File: src/hdl/kect_pkg.sv
// Package for the keyed event counter table: sizes, op codes, command type
// and the one-hot to index encoder used by the front part.
// No dependencies.
package kect_pkg;

   localparam int SLOT_COUNT  = 64;
   localparam int SLOT_W      = (SLOT_COUNT > 1) ? $clog2(SLOT_COUNT) : 1;
   localparam int KEY_W       = 32;
   localparam int CNT_W       = 64;
   localparam int QUEUE_DEPTH = 2;
   localparam int QPTR_W      = (QUEUE_DEPTH > 1) ? $clog2(QUEUE_DEPTH) : 1;
   localparam int QCNT_W      = $clog2(QUEUE_DEPTH + 1);

   typedef enum logic [1:0] {
      OP_UPDATE  = 2'd0,
      OP_PUBLISH = 2'd1,
      OP_STALE   = 2'd2,
      OP_READ    = 2'd3
   } op_type;

   typedef logic [SLOT_W-1:0]     slot_type;
   typedef logic [SLOT_COUNT-1:0] slot_vec_type;
   typedef logic [KEY_W-1:0]      key_type;
   typedef logic [CNT_W-1:0]      count_type;

   // Classified item handed from the front part to the back part
   typedef struct packed {
      op_type   op;
      logic     dirty;
      logic     found;
      slot_type slot;
   } cmd_type;

   // OR-encode a one-hot (or all-zero) vector into a slot index
   function automatic slot_type onehot_to_slot(slot_vec_type vec);
      slot_type idx;
      idx = '0;
      for (int i = 0; i < SLOT_COUNT; i++) begin
         if (vec[i]) begin
            idx = idx | slot_type'(i);
         end
      end
      return idx;
   endfunction

endpackage

File: src/hdl/kect_front.sv
// Front part of the keyed event counter table: key match, free-slot claim
// and classification of each item into a command. Uses kect_pkg.
// Holds the slot valid bits and the key cells.
module kect_front (
   input  logic              clock,
   input  logic              reset,
   input  logic              req_push,
   output logic              req_full,
   input  kect_pkg::op_type  req_op,
   input  kect_pkg::key_type req_key,
   input  logic              req_dirty,
   output logic              cmd_push,
   output kect_pkg::cmd_type cmd_data,
   input  logic              cmd_full
);
   import kect_pkg::*;

   typedef enum logic [1:0] {
      F_IDLE = 2'b01,
      F_ENC  = 2'b10
   } front_state_type;

   front_state_type state_ff, state_in;
   slot_vec_type    used_ff, used_in;
   key_type         key_ff [SLOT_COUNT];
   slot_vec_type    hit_ff, hit_in;
   slot_vec_type    free_ff;
   op_type          op_ff;
   key_type         rkey_ff;
   logic            dirty_ff;

   logic            accept;
   logic            any_hit;
   logic            any_free;
   logic            claim;
   slot_vec_type    free_low;
   slot_type        hit_slot;
   slot_type        free_slot;

   assign req_full = (state_ff != F_IDLE);
   assign accept   = req_push && !req_full;

   // Parallel compare against every occupied slot
   always_comb begin
      for (int i = 0; i < SLOT_COUNT; i++) begin
         hit_in[i] = used_ff[i] && (key_ff[i] == req_key);
      end
   end

   // Isolate the lowest free slot
   assign free_low  = free_ff & (~free_ff + slot_vec_type'(1));
   assign any_hit   = |hit_ff;
   assign any_free  = |free_ff;
   assign hit_slot  = onehot_to_slot(hit_ff);
   assign free_slot = onehot_to_slot(free_low);

   assign cmd_push = (state_ff == F_ENC) && !cmd_full;
   assign claim    = cmd_push && (op_ff == OP_UPDATE) && !any_hit && any_free;

   always_comb begin
      cmd_data.op    = op_ff;
      cmd_data.dirty = dirty_ff;
      cmd_data.found = any_hit || claim;
      cmd_data.slot  = any_hit ? hit_slot : free_slot;
   end

   always_comb begin
      used_in = used_ff;
      if (claim) begin
         used_in = used_ff | free_low;
      end
   end

   always_comb begin
      state_in = state_ff;
      unique case (state_ff)
         F_IDLE: begin
            if (accept) begin
               state_in = F_ENC;
            end
         end
         F_ENC: begin
            if (cmd_push) begin
               state_in = F_IDLE;
            end
         end
         default: state_in = F_IDLE;
      endcase
   end

   always_ff @(posedge clock) begin
      if (reset) begin
         state_ff <= F_IDLE;
         used_ff  <= '0;
      end else begin
         state_ff <= state_in;
         used_ff  <= used_in;
      end
   end

   always_ff @(posedge clock) begin
      if (accept) begin
         hit_ff   <= hit_in;
         free_ff  <= ~used_ff;
         op_ff    <= req_op;
         rkey_ff  <= req_key;
         dirty_ff <= req_dirty;
      end
      if (claim) begin
         key_ff[free_slot] <= rkey_ff;
      end
   end

   a_hit_onehot: assert property (@(posedge clock) disable iff (reset)
      (state_ff == F_ENC) |-> $onehot0(hit_ff))
      else $error("key matched more than one slot");

   a_claim_grows: assert property (@(posedge clock) disable iff (reset)
      claim |=> ($countones(used_ff) == $countones($past(used_ff)) + 1))
      else $error("claim did not occupy exactly one new slot");

   a_push_in_enc: assert property (@(posedge clock) disable iff (reset)
      cmd_push |-> ($past(state_ff) == F_IDLE || $past(state_ff) == F_ENC) &&
                   state_ff == F_ENC)
      else $error("command pushed outside encode state");

endmodule

File: config.mk
export PLATFORM = sky130hd
export DESIGN_NAME = kect_front
export DESIGN_NICKNAME = d
export VERILOG_FILES = /design/src/hdl/kect_pkg.sv /design/src/hdl/kect_front.sv
export SDC_FILE = /design/constraint.sdc
export NUM_CORES = 2
export LEC_CHECK = 0
export ABC_AREA = 0
export BUFFER_PORTS_ARGS = -buffer_cell sky130_fd_sc_hd__buf_2
export CAP_MARGIN = 25
export CORE_MARGIN = 5
export CORE_UTILIZATION = 43
export CTS_CLUSTER_DIAMETER = 40
export DETAILED_ROUTE_END_ITERATION = 10
export MAX_ROUTING_LAYER = met4
export PLACE_DENSITY = 0.56
export SETUP_SLACK_MARGIN = 0.4
export SLEW_MARGIN = 20
export SYNTH_ARGS = -nofsm -noshare
export SYNTH_HDL_FRONTEND = slang
export SYNTH_SLANG_ARGS = --single-unit
File: constraint.sdc
create_clock -name clock -period 14.6 [get_ports clock]
set_input_delay 1.46 -clock clock [delete_from_list [all_inputs] [get_ports clock]]
set_output_delay 1.46 -clock clock [all_outputs]
set_load 0.005 [all_outputs]
==> results.txt <==
Core area: 220,000 um^2
Ports: 51
Asr flop ratio synth: 0%
H-tree Lvls: 5
GRT overflow: 0
Dpl cell area: 100,000 um^2
Synthesized area: 94,900 um^2
Crit-path cells: nor4_4, nand4_1, nor2_1, nand3_1, nand3_1, nor3_1, mux2i_1, buf_2
Wire per inst: 36.4 um
Flops & latches, synth: 2,277
Starting Density: 43.2%
Cell taking the most area after synthesis: edfxtp_1
Top_reg_cell synth: edfxtp_1
Initial DRC Count: 7,566
Mapped Nets: 6,020
CTS resizes: 0
Fmax: 158 MHz
Hold_buf cts: 0
Pre-antenna DRT Iters: 5
CP Launch Type: register
Crit path setup slack, layout: 8.28 ns
Die Ht: 480 um
Chip width: 480 um
Req. time, crit path: 13.14 ns
Setup TNS: 0 ns
Via Count: 57,000
Layout net count: 6,404
Final wirelength: 350 mm
RSZ-0062 raised after global routing: false
Post-CTS Setup Bufs: 0
Share of layout cells above drive strength 1: 14.6%
Ys Warns: 0
Quantity of I/O buffers inserted on ports: 50
Post-route cell area: 112,000 um^2
Power, Total: 16,400 uW
Fill count: 18,200
Root Buffer: clkbuf_16
Worst setup path class: reg2out
Worst-path fanout max: 9
Clk buf depth: 4
CTS tree: done
Post-Place Worst Slack: 8.54 ns
Final critical-path share of the clock period: 43.3%
Pins over their slew limit: 0
First-pass GRT wire length: 471 mm
Synth top area cells: edfxtp_1 (70%), xnor2_1 (16%), nand4_1 (3.1%)
Sequential area share after synthesis: 71.4%
CP bufs+invs: 1
Post-synth EDFFs: 2,211
HP Class: reg2reg
Status: completed
Leak Pwr: 0.0337 uW
Worst slew margin: 23.5%
Worst slew pin tran: 1.14 ns
Avg Cell Area, Syn: 15.9 um^2
Crit path time final: 6.32 ns
Skew final: 0.0529 ns
Initial antenna violation count: 25
WP data arrival: 4.86 ns
Hold Vio Cnt, Final: 0
Top delay family on crit path: simple AND/OR/NAND/NOR gates
Critical Path Max Stage Delay: 0.69 ns
Critical path's slowest cell: nor2_1
Gpl congestion: 0.962
Power Dens Cells: 147 nW/um^2
Max-cap viol count: 0
Sink Count: 2,277
Vias in the first global route: 54,000
Die area: 230,000 um^2
Clock slew at reported path FFs: 0.05 ns
Count leader, synth: edfxtp_1
DRC: 0
Maximum vdd drop: 87.6 uV
Layout area overhead: 17.9%
GR Util All Layers: 30.8%
Critical Path Most Common Cell: nand3_1
CP endpoint kind: primary output
# rows: 172
ANT nets after route: 0
Via density: 5.93
# setup viols final: 0
Cells after Synth: 5,981
Top-area cell type share of the netlist area: 70.0%
Distinct cells, synth: 78
Largest net degree at the start of global routing: 65
Post-detail-place hpwl: 190 mm
Worst skew pair latency: 0.97 ns
Cts bufs inserted: 353
Synth cell count leaders: edfxtp_1 (2,211), xnor2_1 (1,731), nand4_1 (463)
-- metal layers --
metal / GRT usage [%] / wire length (um)
met2: 49.0 / 167000
met5: - / 0
met3: 4.25 / 27800
met4: 8.10 / 9690
met1: 42.0 / 145000
-- layout make-up --
cell class                      instances  area (um^2)  area share [%]
Sequential cell                      2277        67700            60.5
Tap cell                             2958         3700            3.31
Timing Repair Buffer                  291         2320            2.08
Antenna cell                           11         27.5          0.0246
Inverter                               81          312           0.279
Clock buffer                          386         9100            8.14
Multi-Input combinational cell       3361        26200            23.4
Clock inverter                        242         2450            2.19
-- cell families (layout without fill, tap and decap cells) --
family | after synthesis | count (layout) | synth area share (%)
AO/OA/AOI/OAI | 149 | 149 | 1.05
XOR/XNOR | 2043 | 2043 | 18.9
buffers and inverters | 343 | 1000 | 1.39
flip-flops | 2277 | 2277 | 71.4
multiplexers | 4 | 4 | 0.0422
other | 0 | 11 | 0
AND/OR/NAND/NOR | 1165 | 1165 | 7.30
-- layout by cell type, fill, tap and decap left out, drive strengths merged, types with 4 or more instances in the layout --
cell type and instances:
nor4 259, inv 119, nor4b 8, o31ai 6, bufinv 33, and2 6, o21ai 21, clkinvlp 47
nor2b 7, nand4 463, a41oi 9, o22ai 7, nor3 42, mux2i 4, nor2 150, buf 291
nand2 28, dfxtp 66, a211oi 5, and4 8, or4 18, xnor2 1731, clkbuf 386, nand3 103
xor2 312, and3 12, edfxtp 2211, diode 11, nor3b 10, a31oi 13, clkinv 124, nand2b 14
or2 6, a41o 4, or3 16, a21oi 54
-- worst reg2reg max path: cells and delay by family, from the launching register on --
| family | cells | cell delay [ns] |
|---|---|---|
| compound gates | 1 | 0.50 |
| simple gates | 7 | 4.27 |
| flops | 1 | 0.39 |
-- through the flow --
stage,instances,utilization [%],hold slack [ns]
floorplan,5981,-,0.437
global placement,8965,45.6,0.455
detailed placement,8968,45.6,0.460
CTS,9596,50.9,0.473
global route,9602,50.9,0.497
finish,9607,50.9,0.476
-- final timing paths --
kind / start / to / slack, ns / cells after the start
worst max-delay path: free_ff[2] / cmd_data[1] / 8.28 / 8
worst min-delay path: used_ff[61] / free_ff[61] / 0.48 / 1
worst min register to register: used_ff[61] / free_ff[61] / 0.48 / 1
worst max register to register: hit_ff[59] / key_ff[19][25] / 9.03 / 8
-- registers in the layout, indices dropped and copies added (netlist names) --
register / count
hit_ff: 64
used_ff: 64
dirty_ff: 1
op_ff: 2
rkey_ff: 32
free_ff: 64
state_ff: 2
key_ff: 2048
-- report_power, final --
| group | switching (uW) | internal [uW] | total, uW |
|---|---|---|---|
| sequential | 27.3 | 7210 | 7240 |
| clock | 3130 | 5120 | 8250 |
| combinational | 699 | 223 | 923 |
| total | 3860 | 12600 | 16400 |
No activity file was read; power rests on OpenSTA's default activity.
