### config.mk
export PLATFORM = sky130hd
export DESIGN_NAME = kect_queue
export DESIGN_NICKNAME = d
export VERILOG_FILES = /design/src/hdl/kect_pkg.sv /design/src/hdl/kect_queue.sv
export SDC_FILE = /design/constraint.sdc
export NUM_CORES = 1
export LEC_CHECK = 0
export BUFFER_PORTS_ARGS = -buffer_cell sky130_fd_sc_hd__buf_4
export CAP_MARGIN = 0
export CORE_MARGIN = 10
export CORE_UTILIZATION = 45
export DETAILED_ROUTE_END_ITERATION = 10
export PLACE_DENSITY = 0.7
export SLEW_MARGIN = 30
export SYNTH_ARGS = -nofsm -noshare
export SYNTH_HDL_FRONTEND = slang
export SYNTH_SLANG_ARGS = --single-unit
### constraint.sdc
create_clock -name clock -period 2.3 [get_ports clock]
set_input_delay 0.46 -clock clock [delete_from_list [all_inputs] [get_ports clock]]
set_output_delay 0.46 -clock clock [all_outputs]
set_load 0.01 [all_outputs]
### src/hdl/kect_pkg.sv
// Package for the keyed event counter table: sizes, op codes, command type
// and the one-hot to index encoder used by the front part.
// No dependencies.
package kect_pkg;

   localparam int SLOT_COUNT  = 64;
   localparam int SLOT_W      = (SLOT_COUNT > 1) ? $clog2(SLOT_COUNT) : 1;
   localparam int KEY_W       = 32;
   localparam int CNT_W       = 64;
   localparam int QUEUE_DEPTH = 2;
   localparam int QPTR_W      = (QUEUE_DEPTH > 1) ? $clog2(QUEUE_DEPTH) : 1;
   localparam int QCNT_W      = $clog2(QUEUE_DEPTH + 1);

   typedef enum logic [1:0] {
      OP_UPDATE  = 2'd0,
      OP_PUBLISH = 2'd1,
      OP_STALE   = 2'd2,
      OP_READ    = 2'd3
   } op_type;

   typedef logic [SLOT_W-1:0]     slot_type;
   typedef logic [SLOT_COUNT-1:0] slot_vec_type;
   typedef logic [KEY_W-1:0]      key_type;
   typedef logic [CNT_W-1:0]      count_type;

   // Classified item handed from the front part to the back part
   typedef struct packed {
      op_type   op;
      logic     dirty;
      logic     found;
      slot_type slot;
   } cmd_type;

   // OR-encode a one-hot (or all-zero) vector into a slot index
   function automatic slot_type onehot_to_slot(slot_vec_type vec);
      slot_type idx;
      idx = '0;
      for (int i = 0; i < SLOT_COUNT; i++) begin
         if (vec[i]) begin
            idx = idx | slot_type'(i);
         end
      end
      return idx;
   endfunction

endpackage

### src/hdl/kect_queue.sv
// Short command queue between the front and back parts of the keyed event
// counter table. Uses kect_pkg for the command type and depth.
module kect_queue (
   input  logic              clock,
   input  logic              reset,
   input  logic              push,
   input  kect_pkg::cmd_type push_data,
   output logic              full,
   input  logic              pop,
   output kect_pkg::cmd_type pop_data,
   output logic              empty
);
   import kect_pkg::*;

   cmd_type             entry_ff [QUEUE_DEPTH];
   logic [QPTR_W-1:0]   wr_ptr_ff, wr_ptr_in;
   logic [QPTR_W-1:0]   rd_ptr_ff, rd_ptr_in;
   logic [QCNT_W-1:0]   count_ff, count_in;
   logic                do_push;
   logic                do_pop;

   assign full     = (count_ff == QCNT_W'(QUEUE_DEPTH));
   assign empty    = (count_ff == '0);
   assign do_push  = push && !full;
   assign do_pop   = pop && !empty;
   assign pop_data = entry_ff[rd_ptr_ff];

   always_comb begin
      wr_ptr_in = wr_ptr_ff;
      rd_ptr_in = rd_ptr_ff;
      count_in  = count_ff;
      if (do_push) begin
         wr_ptr_in = (wr_ptr_ff == QPTR_W'(QUEUE_DEPTH - 1)) ? '0 : wr_ptr_ff + 1'b1;
      end
      if (do_pop) begin
         rd_ptr_in = (rd_ptr_ff == QPTR_W'(QUEUE_DEPTH - 1)) ? '0 : rd_ptr_ff + 1'b1;
      end
      if (do_push && !do_pop) begin
         count_in = count_ff + 1'b1;
      end else if (do_pop && !do_push) begin
         count_in = count_ff - 1'b1;
      end
   end

   always_ff @(posedge clock) begin
      if (reset) begin
         wr_ptr_ff <= '0;
         rd_ptr_ff <= '0;
         count_ff  <= '0;
      end else begin
         wr_ptr_ff <= wr_ptr_in;
         rd_ptr_ff <= rd_ptr_in;
         count_ff  <= count_in;
      end
   end

   always_ff @(posedge clock) begin
      if (do_push) begin
         entry_ff[wr_ptr_ff] <= push_data;
      end
   end

   a_count_bound: assert property (@(posedge clock) disable iff (reset)
      count_ff <= QCNT_W'(QUEUE_DEPTH))
      else $error("queue count beyond depth");

endmodule

==> results of run 1 <==
==> critical path: stages, from the launching register on <==
cell and delay, ns:
dfxtp_1 0.60, mux2_2 0.39, buf_4 0.14
==> cells in the final DEF (no fill, tap or decap), drive strengths merged <==
master	Yosys	layout
a21oi	2	2
nor2	5	5
mux2	10	10
clkinv	0	1
xor2	3	3
buf	1	25
or3	2	2
ha	1	1
edfxtp	20	20
dfxtp	5	5
clkbuf	0	3
and2	1	1
o21ai	3	3
nor2b	1	1
inv	2	2
==> flip-flops by register name, indices dropped and copies added, names as in the netlist, named ones only <==
name       count
wr_ptr_ff      1
rd_ptr_ff      1
entry_ff      20
count_ff       2
==> worst min path at each step <==
stage / cells past startpoint / endpoint / start / slack, ns
3_3_place_gp: 2 / wr_ptr_ff$_SDFFE_PP0P_ / wr_ptr_ff$_SDFFE_PP0P_ / 0.47
3_5_place_dp: 2 / wr_ptr_ff$_SDFFE_PP0P_ / wr_ptr_ff$_SDFFE_PP0P_ / 0.48
2_1_floorplan: 2 / wr_ptr_ff$_SDFFE_PP0P_ / wr_ptr_ff$_SDFFE_PP0P_ / 0.45
6_report: 1 / entry_ff[1][4]$_DFFE_PP_ / push_data[4] / 0.32
4_1_cts: 1 / entry_ff[1][7]$_DFFE_PP_ / push_data[7] / 0.32
5_1_grt: 1 / entry_ff[0][0]$_DFFE_PP_ / push_data[0] / 0.30
==> power breakdown <==
group          total, mW  switching (mW)  internal, mW
Combinational      0.386           0.172         0.214
Sequential         0.631          0.0561         0.575
Clock              0.183           0.118        0.0650
==> kinds of logic after synthesis <==
logic type,synth area share
AOI/OAI and AO/OA,0.0267
xor gates and xnor gates,0.0281
adders and majority gates,0.0134
buffers and inverters,0.0134
DFF,0.749
muxes,0.120
and+or+nand+nor,0.0495
==> metal layers <==
metal / part of all wire / wire length, um / up-vias
li1: - / - / 258
met1: 0.39 / 587 / 244
met2: 0.54 / 816 / 16
met3: 0.058 / 88 / 2
met4: 0.016 / 25 / 0
met5: 0 / 0 / -
==> metrics by stage <==
step / cells / power, mW
3_3_place_gp: 107 / 1.03
6_report: 111 / 1.20
2_1_floorplan: 56 / 0.862
4_1_cts: 111 / 1.22
5_1_grt: 111 / 1.28
3_5_place_dp: 107 / 1.04
==> cell type report <==
cell class | instances | area [um^2]
fill | 183 | 782
inverter | 2 | 7.51
sequential | 25 | 701
clock buffer | 3 | 22.5
timing repair buffer | 25 | 188
tap | 27 | 33.8
clock inverter | 1 | 5.00
multi-input combinational | 28 | 223
==> qor.txt, run 1 <==
Status -> finished clean
Pwr dens -> 1020 nW/um^2
Skew-Pair Late Insertion Delay -> 0.31 ns
Yosys reg bits -> 25
Worst reg2reg setup slack -> 0.71 ns
Fin worst setup slack -> 0.391 ns
Crit path to -> pop_data[8]
Die H -> 65.6 um
Avg Inst Size Synth -> 16.7 um^2
GRT Util Overall -> 0.0738
Initial Utilization -> 0.477
CTS tree -> built
Period utilization -> 0.830
CP max FO -> 10
Met1 usage -> 0.0704
Critical Path End Type -> primary output
Largest net degree at the start of global routing -> 15
Post-route clock skew -> 0.00561 ns
Post-synthesis async set-or-reset flop share -> 0
Leading post-synthesis cells by cell area -> edfxtp_1 64%, mux2_2 12%, dfxtp_1 11%, xor2_1 2.8%, nor2_1 2.0%
Most frequent cell after synthesis -> edfxtp_1
Fin. max-slew vios -> 0
Fmax -> 0.524 GHz
Unique masters post-synth -> 13
Grt peak-use layer -> met2
Post-synthesis sequential area ratio -> 0.749
CTS clk-pin slew, worst paths -> 0.12 ns
Yosys top cell by area -> edfxtp_1
Arrival time of the worst setup path -> 1.45 ns
Final ANT Viol Nets -> 0
Final Hold Vio Count -> 0
Core Region -> 1960 um^2
Post-Syn Instances -> 56
Path category of the worst min-delay check -> in -> reg
FF-to-FF End -> count_ff[1]$_SDFFE_PP0P_
Leak Pwr -> 0.462 nW
Worst-Margin Slew -> 0.466 ns
1st-pass router iterations -> 2
Routability cong. -> 0.649
Num rows -> 16
Area of the mapped netlist -> 936 um^2
Grt ovf -> 0
I/O Buffers -> 25
Synth top cells by count -> 20 x edfxtp_1, 10 x mux2_2, 5 x dfxtp_1, 5 x nor2_1
Layout cells sized above 1 -> 0.476
CTS sink cnt -> 25
Synth-to-Final Area Change -> 26.1%
IO Count -> 26
First DRT Iteration DRCs -> 7
Antenna cell count -> 0
Die ar. -> 4300 um^2
Max clock buf depth -> 2
Post-CTS Hold Buffers -> 0
Met3 Resource Use GR -> 0.0288
Syn nets -> 71
M2 GR Usage -> 0.133
Design area -> 1180 um^2
Most used flip-flop cell after synthesis -> edfxtp_1
Total Wirelength -> 1520 um
Worst R2R Path Depth -> 5
Synth warn -> 0
Resized Gates After CTS -> 0
Yosys top cell area share -> 0.642
CP Data Required Time -> 1.84 ns
Max Cap Viol -> 0
Final Core Density -> 0.601
Fin crit period -> 1.91 ns
Number of flops mapped to enable cells by yosys -> 20
Routed length per instance -> 13.7 um
Worst R2R Start -> count_ff[1]$_SDFFE_PP0P_
Final setup violating endpoints -> 0
Number of global-route vias before repair -> 569
Startpoint types -> flop
DRC viols -> 0
Setup bufs post-CTS -> 0
First-pass GRT wire length -> 2450 um
Initial antenna violation count -> 0
DP Worst Slack -> 0.680 ns
Nets@finish -> 100
Root Buffer -> clkbuf_4
Worst vdd rail ir drop -> 565 uV
Placement Cell Area -> 1150 um^2
Critical path class -> reg -> out
Setup TNS Final -> 0 ns
Vias -> 520
RSZ-0062 raised after global routing -> false
Vias/cell -> 4.68
Num CTS Buffers -> 3
CTS HTree Levels -> 1
WHS -> 0.322 ns
Worst slew margin -> 0.690
Die width -> 65.6 um
Note: power is estimated with default switching activity, not from simulation.
==> inputs of run 2 (changes only) <==
==> constraint.sdc (replaced) <==
create_clock -name clock -period 1.8 [get_ports clock]
set_input_delay 0.36 -clock clock [delete_from_list [all_inputs] [get_ports clock]]
set_output_delay 0.36 -clock clock [all_outputs]
set_load 0.01 [all_outputs]
==> run 2 against run 1 <==
- flip-flop and latch count did not move
- core utilization rose by 0.064 points
- power rose by 28%
- die area did not move
- non-clock buffer count did not move
- combinational power rose by 28%
- first-iteration DRC count fell by 29%
- largest power group unchanged
==> qor.txt, run 2 (synthesis results as in run 1) <==
WHS -> 0.218 ns
Num CTS Buffers -> 3
Register Area -> 702 um^2
Nets@finish -> 100
Layout cells sized above 1 -> 0.488
CTS clk-pin slew, worst paths -> 0.12 ns
CP max FO -> 10
Routability cong. -> 0.624
Worst-Margin Slew -> 0.461 ns
Final Hold Vio Count -> 0
Status -> finished clean
CTS HTree Levels -> 1
Post-CTS Hold Buffers -> 0
Total Wirelength -> 1530 um
Worst R2R Path Depth -> 5
Period utilization -> 0.934
Synth-to-Final Area Change -> 26.2%
Biggest register -> entry_ff
Die ar. -> 4300 um^2
Combinational power share -> 0.320
Dpl cells -> 107
Post-Layout Cell Count -> 111
Fmax -> 0.595 GHz
Critical Path End Type -> primary output
Slowest stage delay, CP -> 0.49 ns
Most common cell after layout, fill and taps aside -> buf_4
Vias -> 526
FF-to-FF End -> count_ff[1]$_SDFFE_PP0P_
Leak Pwr -> 0.462 nW
Max Cap Viol -> 0
Vias/cell -> 4.74
Skew-Pair Late Insertion Delay -> 0.31 ns
IO Count -> 26
Pwr dens -> 1300 nW/um^2
Worst reg2reg setup slack -> 0.23 ns
Grt ovf -> 0
Num rows -> 16
Hold Startpoint -> reset
Arrival time of the worst setup path -> 1.32 ns
Tot Pwr -> 1.54 mW
Initial Utilization -> 0.477
Final setup violating endpoints -> 0
Combined area of the multi-input logic cells -> 223 um^2
Critical path's slowest cell -> dfxtp_2
Die H -> 65.6 um
I/O Buffers -> 25
Startpoint types -> flop
Layout filler cell count -> 193
CTS tree -> built
Design area -> 1180 um^2
Path category of the worst min-delay check -> in -> reg
First-pass GRT wire length -> 2370 um
GRT Util Overall -> 0.0722
Antenna cell count -> 0
Final ANT Viol Nets -> 0
DRC viols -> 0
Core Region -> 1960 um^2
Initial antenna violation count -> 0
Seq pwr share -> 0.525
Max clock buf depth -> 2
Worst slew margin -> 0.693
Number of global-route vias before repair -> 561
Critical path class -> reg -> out
Final Core Density -> 0.602
Switching power -> 0.447 mW
Worst vdd rail ir drop -> 738 uV
Biggest regs -> entry_ff (20), count_ff (2)
Root Buffer -> clkbuf_4
Hold path cells -> 2
CTS sink cnt -> 25
Fin crit period -> 1.68 ns
Sw Share -> 0.290
Post-route clock skew -> 0.00162 ns
Int Pwr -> 1.09 mW
Die width -> 65.6 um
Fin worst setup slack -> 0.118 ns
Worst R2R Start -> count_ff[1]$_SDFFE_PP0P_
1st-pass router iterations -> 2
Placement Cell Area -> 1150 um^2
Routed length per instance -> 13.8 um
CP Data Required Time -> 1.44 ns
Fin. max-slew vios -> 0
Clock power frac -> 0.155
Setup TNS Final -> 0 ns
Max FFs per register -> 20
Largest net degree at the start of global routing -> 15
DP Worst Slack -> 0.261 ns
RSZ-0062 raised after global routing -> false
First DRT Iteration DRCs -> 5
Critical Path, Cell by Cell -> mux2_2 -> buf_4
Commonest cells after routing, fill and taps aside -> 25 x buf_4, 20 x edfxtp_1, 10 x mux2_2
## run 2: cell counts in the layout (fill, tap and decap cells not counted)
Identical to the previous run, type by type.
## run 2: cell type report
type	instances	share of cell area
clock buffer	3	0.0191
clock inverter	1	0.00424
inverter	2	0.00636
multi-input combinational	28	0.189
sequential	25	0.594
tap	27	0.0286
timing repair buffer	25	0.159
## run 2: what timing repair did
item,4_1_cts,5_1_grt
setup endpoints to repair,10,0
setup buffers,0,0
gates resized for setup,1,0
## run 2: worst max-delay path by stage
| stage | from | end | depth (start not counted) |
|---|---|---|---|
| final | flop | pop_data[1] | 2 |
| after floorplan | count_ff[1]$_SDFFE_PP0P_ | count_ff[1]$_SDFFE_PP0P_ | 5 |
| after CTS | flop | pop_data[1] | 2 |
| after global placement | flop | pop_data[1] | 2 |
| after detailed placement | count_ff[1]$_SDFFE_PP0P_ | count_ff[1]$_SDFFE_PP0P_ | 5 |
| after global routing | flop | pop_data[8] | 2 |
## run 2: power by group through the flow
| stage | sequential [mW] | combinational, mW | clock, mW |
|---|---|---|---|
| 2_1_floorplan | 0.780 | 0.322 | 0 |
| 3_3_place_gp | 0.819 | 0.493 | 0 |
| 3_5_place_dp | 0.822 | 0.506 | 0 |
| 4_1_cts | 0.811 | 0.508 | 0.251 |
| 5_1_grt | 0.822 | 0.548 | 0.272 |
| 6_report | 0.809 | 0.493 | 0.239 |
## run 2: critical path, delay by kind of cell (launching register included)
family   cells  cell delay [ns]
mux          1             0.37
flops        1             0.49
buf+inv      1             0.14
## run 2: metal layers
metal  global-route usage  wire [um]  vias to the layer above
li1                     -          -                      260
met1               0.0666        624                      246
met2                0.128        787                       17
met3               0.0339         88                        3
met4               0.0401         31                        0
met5                    0          0                        -
==> inputs of run 3 (changes only) <==
--- a/config.mk
+++ b/config.mk
@@ -7,10 +7,12 @@
 export LEC_CHECK = 0
 export BUFFER_PORTS_ARGS = -buffer_cell sky130_fd_sc_hd__buf_4
 export CAP_MARGIN = 0
+export CELL_PAD_IN_SITES_DETAIL_PLACEMENT = 2
+export CELL_PAD_IN_SITES_GLOBAL_PLACEMENT = 2
 export CORE_MARGIN = 10
-export CORE_UTILIZATION = 45
+export CORE_UTILIZATION = 34
 export DETAILED_ROUTE_END_ITERATION = 10
-export PLACE_DENSITY = 0.7
+export PLACE_DENSITY = 0.75
 export SLEW_MARGIN = 30
 export SYNTH_ARGS = -nofsm -noshare
 export SYNTH_HDL_FRONTEND = slang
==> run 3 against run 2 <==
- fmax shrank 2.0%
- die area rose by 22%
- sequential share of layout area decreased by 1.1 points
- sequential power down 1%
- flip-flop and latch count unchanged
- first-iteration DRC count stayed put
- clock power hardly changed
- cell area rose by 2.3%
- critical path depth up 1
- hold slack better by 0.0073 ns
- largest power group unchanged
- via count increased by 6.3%
==> qor.txt, run 3 (synthesis results as in run 1) <==
Routability cong. -> 0.659
Number of global-route vias before repair -> 659
Placement Cell Area -> 1180 um^2
CP Data Required Time -> 1.44 ns
Commonest cells after routing, fill and taps aside -> 28 x buf_4, 20 x edfxtp_1, 10 x mux2_2
Post-route clock skew -> 0.00453 ns
Setup bufs post-CTS -> 0
Design area -> 1210 um^2
1st-pass router iterations -> 4
Total Wirelength -> 2160 um
CTS sink cnt -> 25
Biggest register -> entry_ff
Final Hold Vio Count -> 0
Vias/cell -> 4.78
Fin crit period -> 1.72 ns
Critical path's most frequent cell -> buf_4
Critical path's slowest cell -> dfxtp_4
First-pass GRT wire length -> 3360 um
Critical path class -> reg -> out
I/O Buffers -> 25
Most common cell after layout, fill and taps aside -> buf_4
Status -> finished clean
Root Buffer -> clkbuf_4
Cell depth of the worst setup path -> 3
Final setup violating endpoints -> 0
Die H -> 72.5 um
Register Area -> 704 um^2
Path category of the worst min-delay check -> in -> reg
Num CTS Buffers -> 3
Grt ovf -> 0
CTS tree -> built
Skew-Pair Late Insertion Delay -> 0.31 ns
DP HPWL -> 1710 um
Vias -> 559
Worst slew margin -> 0.695
Initial Utilization -> 0.368
First DRT Iteration DRCs -> 5
Setup TNS Final -> 0 ns
CP bufs+invs -> 2
Pwr dens -> 1330 nW/um^2
Num rows -> 18
Synth-to-Final Area Change -> 29.1%
Hold path cells -> 1
Startpoint types -> flop
Routed length per instance -> 18.5 um
Worst R2R Path Depth -> 5
RSZ-0062 raised after global routing -> false
Max FFs per register -> 20
Core Region -> 2540 um^2
Slowest stage delay, CP -> 0.39 ns
CP max FO -> 7
Max clock buf depth -> 2
Layout filler cell count -> 248
Final Core Density -> 0.475
DRC viols -> 0
GRT Util Overall -> 0.0832
Largest net degree at the start of global routing -> 14
Leak Pwr -> 0.476 nW
CTS clk-pin slew, worst paths -> 0.12 ns
Die width -> 72.5 um
Die ar. -> 5250 um^2
IO Count -> 26
Biggest regs -> entry_ff (20), count_ff (2)
Nets@finish -> 103
Critical Path, Cell by Cell -> buf_4 -> mux2_2 -> buf_4
Tot Pwr -> 1.60 mW
Combined area of the multi-input logic cells -> 223 um^2
Worst-Margin Slew -> 0.457 ns
Fmax -> 0.582 GHz
Period utilization -> 0.954
Worst vdd rail ir drop -> 621 uV
Fin. max-slew vios -> 0
Arrival time of the worst setup path -> 1.36 ns
Initial antenna violation count -> 0
Final ANT Viol Nets -> 0
Layout cells sized above 1 -> 0.494
Antenna cell count -> 0
CTS HTree Levels -> 1
CP delay by family, top -> flip-flops
Max Cap Viol -> 0
Critical Path End Type -> primary output
==> run 3: cell count changes in the layout (fill, tap and decap cells not counted), sizes merged <==
cell    delta
clkbuf     +1
clkinv     -1
buf        +3
==> run 3: layer usage <==
layer	up-vias	global-route usage	part of all wire
li1	267	-	-
met2	17	0.148	0.53
met1	275	0.0843	0.39
met3	0	0.0476	0.078
met5	-	0	0
met4	0	0.0127	0
==> run 3: layout make-up <==
type,instances,share of cell area
Clock buffer,4,0.0217
Inverter,2,0.00621
Multi-Input combinational cell,28,0.184
Sequential cell,25,0.583
Tap cell,30,0.0311
Timing Repair Buffer,28,0.174
==> run 3: worst paths after layout <==
kind	start	to	slack, ns
worst min-delay path	push_data[3]	entry_ff[0][3]$_DFFE_PP_	0.23
worst max-delay path	flop	pop_data[2]	0.08
worst min register to register	wr_ptr_ff$_SDFFE_PP0P_	wr_ptr_ff$_SDFFE_PP0P_	0.50
worst max register to register	count_ff[1]$_SDFFE_PP0P_	count_ff[1]$_SDFFE_PP0P_	0.18
==> run 3: through the flow <==
stage	hold WS, ns	cells	setup slack (ns)
2_1_floorplan	0.429	56	0.312
3_3_place_gp	0.475	113	0.266
3_5_place_dp	0.487	113	0.200
4_1_cts	0.215	117	0.0534
5_1_grt	0.196	117	0.000209
6_report	0.225	117	0.0832
==> run 3: power by group <==
group	internal [mW]	total, mW	leakage, nW	switching [mW]
combinational	0.292	0.564	0.232	0.272
sequential	0.740	0.801	0.229	0.0605
clock	0.0865	0.238	0.0150	0.151
==> run 3: worst reg2reg max path, cell delays in order, from the launching register on <==
cell and delay (ns):
dfxtp_1 0.41, nor2b_2 0.23, nor2_1 0.08, ha_1 0.34, or3_1 0.36, a21oi_1 0.15
==> run 3: repair_timing <==
action,CTS,global route
gates resized for setup,1,1
setup endpoints to repair,1,7
hold buffers,0,0
